===== src/hdl/hkm_pkg.sv =====
// Shared constants and controller/datapath interface types for the HID key tracker.
package hkm_pkg;

    localparam int HELD_SLOTS_DEF = 8;

    localparam int CMD_W      = 2;
    localparam int KEY_W      = 8;
    localparam int MOD_BITS   = 8;
    localparam int MOD_IW     = 3;
    localparam int CNT_W      = 8;
    localparam int S_TDATA_W  = 24;
    localparam int M_TDATA_W  = 16;

    localparam logic [CMD_W-1:0] CMD_PRESS       = 2'd0;
    localparam logic [CMD_W-1:0] CMD_RELEASE     = 2'd1;
    localparam logic [CMD_W-1:0] CMD_RELEASE_ALL = 2'd2;

    localparam logic [CMD_W-1:0] ACT_PRESS       = 2'd0;
    localparam logic [CMD_W-1:0] ACT_RELEASE     = 2'd1;
    localparam logic [CMD_W-1:0] ACT_RELEASE_ALL = 2'd2;

    localparam logic [KEY_W-1:0] MOD_USAGE_BASE = 8'hE0;
    localparam logic [CNT_W-1:0] COUNT_MAX      = 8'hFF;

    typedef struct packed {
        logic load;
        logic clear_all;
        logic inc_mods;
        logic scan_step;
        logic write_slot;
        logic apply_release;
        logic emit_key;
        logic emit_mod;
    } hkm_cmd_t;

    typedef struct packed {
        logic out_free;
        logic scan_done;
        logic is_press;
        logic pend_empty;
        logic pend_single;
    } hkm_stat_t;

endpackage


===== src/hdl/hid_key_modifier_refcount_tracker_unit.sv =====
// Top level of the HID key and modifier reference-count tracker.
//
//  channel | direction | handshake          | payload
//  s_      | in        | s_tvalid/s_tready  | s_tdata: command, keycode, modifier_mask
//  m_      | out       | m_tvalid/m_tready  | m_tdata: action, usage; m_tlast: last
//  cfg_    | in        | cfg_wr_en          | cfg_wr_data: enabled
//
// Press: accept, a key event and one event per modifier in the mask, then a slot scan of up to
// HELD_SLOTS slots through the table memory's single read port.
// Release: accept, a scan of up to HELD_SLOTS slots, then a key event and one event per
// released modifier.
// Release all emits one event; a dropped command emits none. Events wait on m_tready.
// Reset clears the table valid bits and counts at once; no clearing pass.
module hid_key_modifier_refcount_tracker_unit #(
    parameter int HELD_SLOTS = hkm_pkg::HELD_SLOTS_DEF
) (
    input  logic                          aclk,
    input  logic                          aresetn,
    input  logic                          s_tvalid,
    output logic                          s_tready,
    input  logic [hkm_pkg::S_TDATA_W-1:0] s_tdata,  // command[1:0], keycode[9:2], modifier_mask[17:10]
    output logic                          m_tvalid,
    input  logic                          m_tready,
    output logic [hkm_pkg::M_TDATA_W-1:0] m_tdata,  // action[1:0], usage[9:2]
    output logic                          m_tlast,
    input  logic                          cfg_wr_en,
    input  logic                          cfg_wr_data
);
    import hkm_pkg::*;

    hkm_cmd_t  ctl_cmd;
    hkm_stat_t dp_stat;

    hkm_ctrl u_ctrl (
        .aclk        (aclk),
        .aresetn     (aresetn),
        .s_tvalid    (s_tvalid),
        .s_tready    (s_tready),
        .s_command   (s_tdata[CMD_W-1:0]),
        .cfg_wr_en   (cfg_wr_en),
        .cfg_wr_data (cfg_wr_data),
        .cmd         (ctl_cmd),
        .stat        (dp_stat)
    );

    hkm_datapath #(
        .HELD_SLOTS (HELD_SLOTS)
    ) u_datapath (
        .aclk     (aclk),
        .aresetn  (aresetn),
        .s_tdata  (s_tdata),
        .cmd      (ctl_cmd),
        .stat     (dp_stat),
        .m_tvalid (m_tvalid),
        .m_tready (m_tready),
        .m_tdata  (m_tdata),
        .m_tlast  (m_tlast)
    );

`ifndef NO_ASSERTIONS
    a_emit_into_free: assert property (@(posedge aclk) disable iff (!aresetn)
        (ctl_cmd.emit_key || ctl_cmd.emit_mod) |-> dp_stat.out_free)
        else $error("event emitted while output register is occupied");

    a_mod_has_pending: assert property (@(posedge aclk) disable iff (!aresetn)
        ctl_cmd.emit_mod |-> !dp_stat.pend_empty)
        else $error("modifier event emitted with no pending modifier");

    a_ready_after_last: assert property (@(posedge aclk) disable iff (!aresetn)
        s_tready |-> (!m_tvalid || m_tlast))
        else $error("new command taken before the previous one finished");

    a_load_restarts_scan: assert property (@(posedge aclk) disable iff (!aresetn)
        ctl_cmd.load |=> !dp_stat.scan_done)
        else $error("scan result not cleared by a new command");
`endif

endmodule


===== src/hdl/hkm_ctrl.sv =====
// Command sequencer: accepts commands and steps the datapath through scan and event emission.
module hkm_ctrl (
    input  logic                      aclk,
    input  logic                      aresetn,
    input  logic                      s_tvalid,
    output logic                      s_tready,
    input  logic [hkm_pkg::CMD_W-1:0] s_command,
    input  logic                      cfg_wr_en,
    input  logic                      cfg_wr_data,
    output hkm_pkg::hkm_cmd_t         cmd,
    input  hkm_pkg::hkm_stat_t        stat
);
    import hkm_pkg::*;

    typedef enum logic [1:0] {
        ST_IDLE,
        ST_SCAN,
        ST_KEY,
        ST_MODS
    } state_t;

    state_t state_reg;
    state_t state_next;
    logic   s_tready_reg;
    logic   enabled_reg;

    assign s_tready = s_tready_reg;

    always_comb begin
        cmd        = '0;
        state_next = state_reg;
        case (state_reg)
            ST_IDLE: begin
                if (s_tvalid && s_tready_reg && enabled_reg) begin
                    case (s_command)
                        CMD_PRESS: begin
                            cmd.load     = 1'b1;
                            cmd.inc_mods = 1'b1;
                            state_next   = ST_KEY;
                        end
                        CMD_RELEASE: begin
                            cmd.load   = 1'b1;
                            state_next = ST_SCAN;
                        end
                        CMD_RELEASE_ALL: begin
                            cmd.load      = 1'b1;
                            cmd.clear_all = 1'b1;
                            state_next    = ST_KEY;
                        end
                        default: begin
                            state_next = ST_IDLE;
                        end
                    endcase
                end
            end
            ST_SCAN: begin
                cmd.scan_step = 1'b1;
                if (stat.scan_done) begin
                    if (stat.is_press) begin
                        cmd.write_slot = 1'b1;
                        state_next     = ST_IDLE;
                    end else begin
                        cmd.apply_release = 1'b1;
                        state_next        = ST_KEY;
                    end
                end
            end
            ST_KEY: begin
                if (stat.out_free) begin
                    cmd.emit_key = 1'b1;
                    if (!stat.pend_empty) begin
                        state_next = ST_MODS;
                    end else if (stat.is_press) begin
                        state_next = ST_SCAN;
                    end else begin
                        state_next = ST_IDLE;
                    end
                end
            end
            ST_MODS: begin
                if (stat.out_free) begin
                    cmd.emit_mod = 1'b1;
                    if (stat.pend_single) begin
                        state_next = stat.is_press ? ST_SCAN : ST_IDLE;
                    end
                end
            end
            default: begin
                state_next = ST_IDLE;
            end
        endcase
    end

    always_ff @(posedge aclk) begin
        if (!aresetn) begin
            state_reg    <= ST_IDLE;
            s_tready_reg <= 1'b0;
            enabled_reg  <= 1'b0;
        end else begin
            state_reg    <= state_next;
            s_tready_reg <= (state_next == ST_IDLE);
            if (cfg_wr_en) begin
                enabled_reg <= cfg_wr_data;
            end
        end
    end

endmodule


===== src/hdl/hkm_datapath.sv =====
// Held-key table, modifier reference counts, slot scan and output event register.
module hkm_datapath #(
    parameter int HELD_SLOTS = hkm_pkg::HELD_SLOTS_DEF
) (
    input  logic                          aclk,
    input  logic                          aresetn,
    input  logic [hkm_pkg::S_TDATA_W-1:0] s_tdata,
    input  hkm_pkg::hkm_cmd_t             cmd,
    output hkm_pkg::hkm_stat_t            stat,
    output logic                          m_tvalid,
    input  logic                          m_tready,
    output logic [hkm_pkg::M_TDATA_W-1:0] m_tdata,
    output logic                          m_tlast
);
    import hkm_pkg::*;

    localparam int SLOT_IW = (HELD_SLOTS > 1) ? $clog2(HELD_SLOTS) : 1;
    localparam logic [SLOT_IW-1:0] LAST_SLOT = SLOT_IW'(HELD_SLOTS - 1);

    logic [CMD_W-1:0]    in_cmd;
    logic [KEY_W-1:0]    in_key;
    logic [MOD_BITS-1:0] in_mask;

    logic [CMD_W-1:0]    op_reg;
    logic [KEY_W-1:0]    key_reg;
    logic [MOD_BITS-1:0] mask_reg;
    logic [MOD_BITS-1:0] pend_reg;
    logic [CNT_W-1:0]    cnt_reg [MOD_BITS];
    logic [HELD_SLOTS-1:0] slot_vld_reg;

    logic [KEY_W-1:0]    key_mem  [HELD_SLOTS];
    logic [MOD_BITS-1:0] mods_mem [HELD_SLOTS];

    logic                rd_vld_reg;
    logic [SLOT_IW-1:0]  rd_idx_reg;
    logic [KEY_W-1:0]    rd_key_reg;
    logic [MOD_BITS-1:0] rd_mods_reg;
    logic                rd_slot_vld_reg;

    logic                m_tvalid_reg;
    logic [CMD_W-1:0]    out_action_reg;
    logic [KEY_W-1:0]    out_usage_reg;
    logic                out_last_reg;

    logic [KEY_W-1:0]    target;
    logic [KEY_W-1:0]    eff_key;
    logic [MOD_BITS-1:0] eff_mods;
    logic                hit;
    logic                scan_done;
    logic [SLOT_IW-1:0]  rd_addr;
    logic [MOD_BITS-1:0] held;
    logic [MOD_BITS-1:0] rel_emit;
    logic [MOD_BITS-1:0] pend_rest;
    logic [MOD_IW-1:0]   low_idx;
    logic [CMD_W-1:0]    key_action;
    logic [CMD_W-1:0]    mod_action;
    logic                out_free;

    assign in_cmd  = s_tdata[CMD_W-1:0];
    assign in_key  = s_tdata[CMD_W+KEY_W-1:CMD_W];
    assign in_mask = s_tdata[CMD_W+KEY_W+MOD_BITS-1:CMD_W+KEY_W];

    assign target    = (op_reg == CMD_PRESS) ? '0 : key_reg;
    assign eff_key   = rd_slot_vld_reg ? rd_key_reg : '0;
    assign eff_mods  = rd_slot_vld_reg ? rd_mods_reg : '0;
    assign hit       = rd_vld_reg && (eff_key == target);
    assign scan_done = rd_vld_reg && (hit || (rd_idx_reg == LAST_SLOT));
    assign rd_addr   = rd_vld_reg ? rd_idx_reg + SLOT_IW'(1) : '0;
    assign held      = hit ? eff_mods : '0;
    assign pend_rest = pend_reg & (pend_reg - MOD_BITS'(1));
    assign out_free  = !m_tvalid_reg || m_tready;

    always_comb begin
        for (int b = 0; b < MOD_BITS; b++) begin
            rel_emit[b] = held[b] && (cnt_reg[b] <= CNT_W'(1));
        end
    end

    always_comb begin
        low_idx = '0;
        for (int b = MOD_BITS - 1; b >= 0; b--) begin
            if (pend_reg[b]) begin
                low_idx = MOD_IW'(b);
            end
        end
    end

    always_comb begin
        case (op_reg)
            CMD_PRESS:       key_action = ACT_PRESS;
            CMD_RELEASE:     key_action = ACT_RELEASE;
            CMD_RELEASE_ALL: key_action = ACT_RELEASE_ALL;
            default:         key_action = ACT_RELEASE_ALL;
        endcase
        mod_action = (op_reg == CMD_PRESS) ? ACT_PRESS : ACT_RELEASE;
    end

    assign stat.out_free    = out_free;
    assign stat.scan_done   = scan_done;
    assign stat.is_press    = (op_reg == CMD_PRESS);
    assign stat.pend_empty  = (pend_reg == '0);
    assign stat.pend_single = (pend_rest == '0);

    // slot table memory
    always_ff @(posedge aclk) begin
        if (cmd.write_slot && hit) begin
            key_mem[rd_idx_reg]  <= key_reg;
            mods_mem[rd_idx_reg] <= mask_reg;
        end
        if (cmd.scan_step && !scan_done) begin
            rd_key_reg  <= key_mem[rd_addr];
            rd_mods_reg <= mods_mem[rd_addr];
        end
    end

    always_ff @(posedge aclk) begin
        if (cmd.load) begin
            op_reg   <= in_cmd;
            key_reg  <= in_key;
            mask_reg <= in_mask;
        end
        if (cmd.scan_step && !scan_done) begin
            rd_idx_reg      <= rd_addr;
            rd_slot_vld_reg <= slot_vld_reg[rd_addr];
        end
        if (cmd.emit_key) begin
            out_action_reg <= key_action;
            out_usage_reg  <= (op_reg == CMD_RELEASE_ALL) ? '0 : key_reg;
            out_last_reg   <= (pend_reg == '0);
        end else if (cmd.emit_mod) begin
            out_action_reg <= mod_action;
            out_usage_reg  <= MOD_USAGE_BASE | KEY_W'(low_idx);
            out_last_reg   <= (pend_rest == '0);
        end
    end

    always_ff @(posedge aclk) begin
        if (!aresetn) begin
            pend_reg     <= '0;
            slot_vld_reg <= '0;
            rd_vld_reg   <= 1'b0;
            m_tvalid_reg <= 1'b0;
            for (int b = 0; b < MOD_BITS; b++) begin
                cnt_reg[b] <= '0;
            end
        end else begin
            if (cmd.load) begin
                pend_reg   <= (in_cmd == CMD_PRESS) ? in_mask : '0;
                rd_vld_reg <= 1'b0;
            end
            if (cmd.clear_all) begin
                slot_vld_reg <= '0;
                for (int b = 0; b < MOD_BITS; b++) begin
                    cnt_reg[b] <= '0;
                end
            end
            if (cmd.inc_mods) begin
                for (int b = 0; b < MOD_BITS; b++) begin
                    if (in_mask[b] && (cnt_reg[b] != COUNT_MAX)) begin
                        cnt_reg[b] <= cnt_reg[b] + CNT_W'(1);
                    end
                end
            end
            if (cmd.scan_step) begin
                rd_vld_reg <= !scan_done;
            end
            if (cmd.write_slot && hit) begin
                slot_vld_reg[rd_idx_reg] <= 1'b1;
            end
            if (cmd.apply_release) begin
                if (hit) begin
                    slot_vld_reg[rd_idx_reg] <= 1'b0;
                end
                for (int b = 0; b < MOD_BITS; b++) begin
                    if (held[b] && (cnt_reg[b] != '0)) begin
                        cnt_reg[b] <= cnt_reg[b] - CNT_W'(1);
                    end
                end
                pend_reg <= rel_emit;
            end
            if (cmd.emit_mod) begin
                pend_reg <= pend_rest;
            end
            if (cmd.emit_key || cmd.emit_mod) begin
                m_tvalid_reg <= 1'b1;
            end else if (m_tready) begin
                m_tvalid_reg <= 1'b0;
            end
        end
    end

    assign m_tvalid = m_tvalid_reg;
    assign m_tdata  = {{(M_TDATA_W - KEY_W - CMD_W){1'b0}}, out_usage_reg, out_action_reg};
    assign m_tlast  = out_last_reg;

endmodule


===== config.mk =====
export PLATFORM = sky130hd
export DESIGN_NAME = hid_key_modifier_refcount_tracker_unit
export DESIGN_NICKNAME = d
export VERILOG_FILES = /design/src/hdl/hkm_pkg.sv /design/src/hdl/hid_key_modifier_refcount_tracker_unit.sv /design/src/hdl/hkm_ctrl.sv /design/src/hdl/hkm_datapath.sv
export SDC_FILE = /design/constraint.sdc
export NUM_CORES = 1
export LEC_CHECK = 0
export BUFFER_PORTS_ARGS = -buffer_cell sky130_fd_sc_hd__buf_4
export CAP_MARGIN = 20
export CORE_ASPECT_RATIO = 0.5
export CORE_UTILIZATION = 25
export CTS_BUF_LIST = sky130_fd_sc_hd__clkbuf_8 sky130_fd_sc_hd__clkbuf_16
export DETAILED_ROUTE_END_ITERATION = 6
export SYNTH_ARGS = -nofsm -noshare
export SYNTH_HDL_FRONTEND = slang
export SYNTH_SLANG_ARGS = --single-unit
export TNS_END_PERCENT = 50

===== constraint.sdc =====
create_clock -name aclk -period 12.43 [get_ports aclk]
set_input_delay 1.8645 -clock aclk [delete_from_list [all_inputs] [get_ports aclk]]
set_output_delay 1.8645 -clock aclk [all_outputs]
set_load 0.05 [all_outputs]

==> summary.txt <==
cell area after layout: 15200 um2
total CTS buffers: 29
DR WL/cell: 17.4 um
hold path startpoint: u_datapath.pend_reg[6]
Avg Cell Area, Syn: 11.6 um2
Worst Reg-to-Reg Cells: 6
Distinct cells, synth: 79
max_cap viols: 0
reg2reg start: u_datapath.rd_slot_vld_reg
synth warn: 0
WP buf/inv: 1
total stage count of the critical path: 8
die area: 53700 um2
DP HPWL: 21.9 mm
fill count: 5327
# DRC: 0
root buf cell: clkbuf_16
fin crit period: 4670 ps
max-slew violations: 0
#FFs+latches synth: 263
maximum vdd drop: 0.101 mV
Worst Hold Path EP: u_datapath.pend_reg[6]
DR pass1 iterations: 5
worst-path fanout max: 21
Reg2Reg Capture Point: u_datapath.key_mem[4][6]
initial antenna violation count: 0
antenna-violating nets left: 0
max_slew headroom: 28.8%
WS Path Type: input pin to flip-flop
Final Setup Violations: 0
Inserted Diodes: 0
H-tree levels: 1
Clock Pin Slew Worst Setup and Hold Paths: 60 ps
fin crit share: 37.5%
Hold WS: 567 ps
Overall Global Routing Usage: 11.8%
DR iter-0 viols: 914
cell count after synthesis: 1136
Slew @ Worst Pin: 1070 ps
Lkg Pwr: 5.28 nW
clk_lat worst skew: 570 ps
XOR/XNOR share of the synthesized area: 0.599%
Worst Hold Class: flip-flop to flip-flop
Post-Synth Adder-Cell Area: 2.74%
RSZ-0062 raised after global routing: no
CP Capture Type: flip-flop
Synth Area in Simple Gates: 14.9%
Worst path max stage delay: 670 ps
main combinational cell family by area after synthesis: compound AO/OA/AOI/OAI gates
first-pass GRT wire length: 50.4 mm
PwrDens: 125 nW/um2
Site Rows: 59
Seq/Total Area, Yosys: 58.3%
delay-heaviest family, CP: simple AND/OR/NAND/NOR gates
setup TNS: 0 ps
worst path required time: 12730 ps
via-per-instance ratio: 5.03
clock buffer depth: 3
outcome: complete, no violations
clock sinks: 263
IO Pins: 49
share of layout cells above drive strength 1: 11.9%
Via Count: 9545
Post-CTS Setup Bufs: 0
# hold bufs at CTS: 0
Die Width: 327 um
vias in the first global route: 8761
critical path arrival: 4970 ps
Die H: 164 um
number of synthesized flops with an enable pin: 241
Hold Path Stages: 2
asr flop ratio synth: 0%
placed cell count: 1847
Top FF cell, synth: edfxtp_1
Slowest cell on crit path: nor4bb_1
mux cell area share after synthesis: 4.90%
Non-Filler Instances: 1899
Clock Skew: 22.5 ps
largest net degree at the start of global routing: 41
DRT Wirelength: 33.0 mm
CP cell instances: buf_4 > nor4bb_1 > and2_0 > nand3_1 > a31oi_1 > o32ai_1 > a221oi_1 > a21oi_1
Synth Area in Compound Gates: 15.6%
CTS tree: done
CTS resizes: 0
global route overflow: 0
PortBufs: 36
synthesized area: 13200 um2
area grow syn2layout: 15.7%
Max Freq: 0.214 GHz
startpoint types: input pin
Core Region: 52000 um2
Final Wtd Congestion: 0.895
Final Hold Viols: 0
Initial Utilization: 25.3%
Final nets: 1236
internal reg-to-reg setup slack: 8130 ps
cell area after placement: 14300 um2
[layout make-up]
class	instances	area, um2	area share [%]
Timing Repair Buffer	57	455	2.99
Clock buffer	29	726	4.76
Inverter	40	150	0.985
Clock inverter	22	189	1.24
Tap cell	701	877	5.76
Sequential cell	263	7680	50.4
Multi-Input combinational cell	787	5160	33.9
[logic make-up (layout without fill, tap and decap cells)]
group / after synthesis / count (layout)
adder cells (fa/ha/maj): 29 / 29
AND/OR/NAND/NOR: 386 / 386
other: 1 / 6
flip-flops: 263 / 263
multiplexers: 43 / 43
AO/OA/AOI/OAI: 314 / 314
buffers and inverters: 91 / 148
XOR/XNOR: 9 / 9
[Yosys cell counts, types with 6 or more instances]
| master | instances | area [um2] |
|---|---|---|
| and2_1 | 10 | 62.6 |
| a221oi_1 | 15 | 131 |
| o31ai_1 | 7 | 52.6 |
| inv_1 | 40 | 150 |
| clkbuf_1 | 39 | 146 |
| nand3_1 | 34 | 170 |
| xor2_1 | 7 | 61.3 |
| dfxtp_1 | 22 | 440 |
| or3_1 | 12 | 75.1 |
| nor2_1 | 91 | 342 |
| nor4_1 | 19 | 119 |
| mux2i_1 | 24 | 240 |
| or4_1 | 7 | 52.6 |
| a31oi_1 | 16 | 100 |
| nor3_1 | 28 | 140 |
| nand2b_1 | 13 | 81.3 |
| a22oi_1 | 9 | 67.6 |
| o21ai_0 | 64 | 320 |
| nand4_1 | 18 | 113 |
| a211oi_1 | 10 | 75.1 |
| nand2_1 | 91 | 342 |
| a21oi_1 | 105 | 526 |
| edfxtp_1 | 241 | 7240 |
| o22ai_1 | 6 | 37.5 |
| a21o_1 | 6 | 45.0 |
| and3_1 | 27 | 169 |
| mux4_2 | 17 | 383 |
| ha_1 | 28 | 350 |
| buf_4 | 7 | 52.6 |
| o21a_1 | 7 | 52.6 |
[worst max-delay path by stage]
stage | end | slack (ps) | start
floorplan | u_datapath.key_mem[0][0] | 8360 | u_datapath.key_reg[7]
global placement | u_datapath.cnt_reg[1][5] | 7350 | aresetn
detailed placement | u_datapath.cnt_reg[1][5] | 7310 | aresetn
CTS | u_datapath.cnt_reg[1][5] | 7860 | aresetn
global route | u_datapath.cnt_reg[1][5] | 7500 | aresetn
finish | u_datapath.cnt_reg[1][5] | 7760 | aresetn
[per-layer routing]
layer,vias up,track usage [%],part of all wire [%]
li1,4511,-,-
met1,4701,16.4,47
met2,272,19.5,46
met3,61,1.38,4.7
met4,0,3.42,2.3
met5,-,0,0
[worst reg2reg max path: cells and delay by family (launching register included)]
| family | cells | cell delay, ps |
|---|---|---|
| compound gates | 1 | 600 |
| buf+inv | 2 | 700 |
| flops | 1 | 610 |
| simple gates | 3 | 2080 |
[per-stage QoR]
step | total power (W) | utilization, % | setup slack [ps]
2_1_floorplan | 0.00106 | - | 8360
3_3_place_gp | 0.00109 | 27.5 | 7350
3_5_place_dp | 0.00109 | 27.5 | 7310
4_1_cts | 0.00192 | 29.3 | 7860
5_1_grt | 0.00196 | 29.3 | 7500
6_report | 0.00191 | 29.3 | 7760
[power by group]
| group | switching, W | internal (W) |
|---|---|---|
| clock | 0.000354 | 0.000484 |
| combinational | 0.0000476 | 0.0000261 |
| sequential | 0.0000226 | 0.000974 |
[cell usage in the layout (no fill, tap or decap), types with 9 or more instances in the layout]
cell type    n
clkbuf_16   29
nor4_1      15
mux2i_1     24
nand2b_1    13
nand3_1     34
and3_1      27
nand4_1     18
nand2_1     91
ha_1        28
or3_1       12
a221oi_1    15
dfxtp_1     22
and2_1      10
inv_1       48
o21ai_0     64
mux4_2      17
a22oi_1      9
a211oi_1    10
a31oi_1     16
nor2_1      87
a21oi_1    105
edfxtp_1   241
nor3_1      28
buf_4       55
Note: power is estimated with default switching activity, not from simulation.
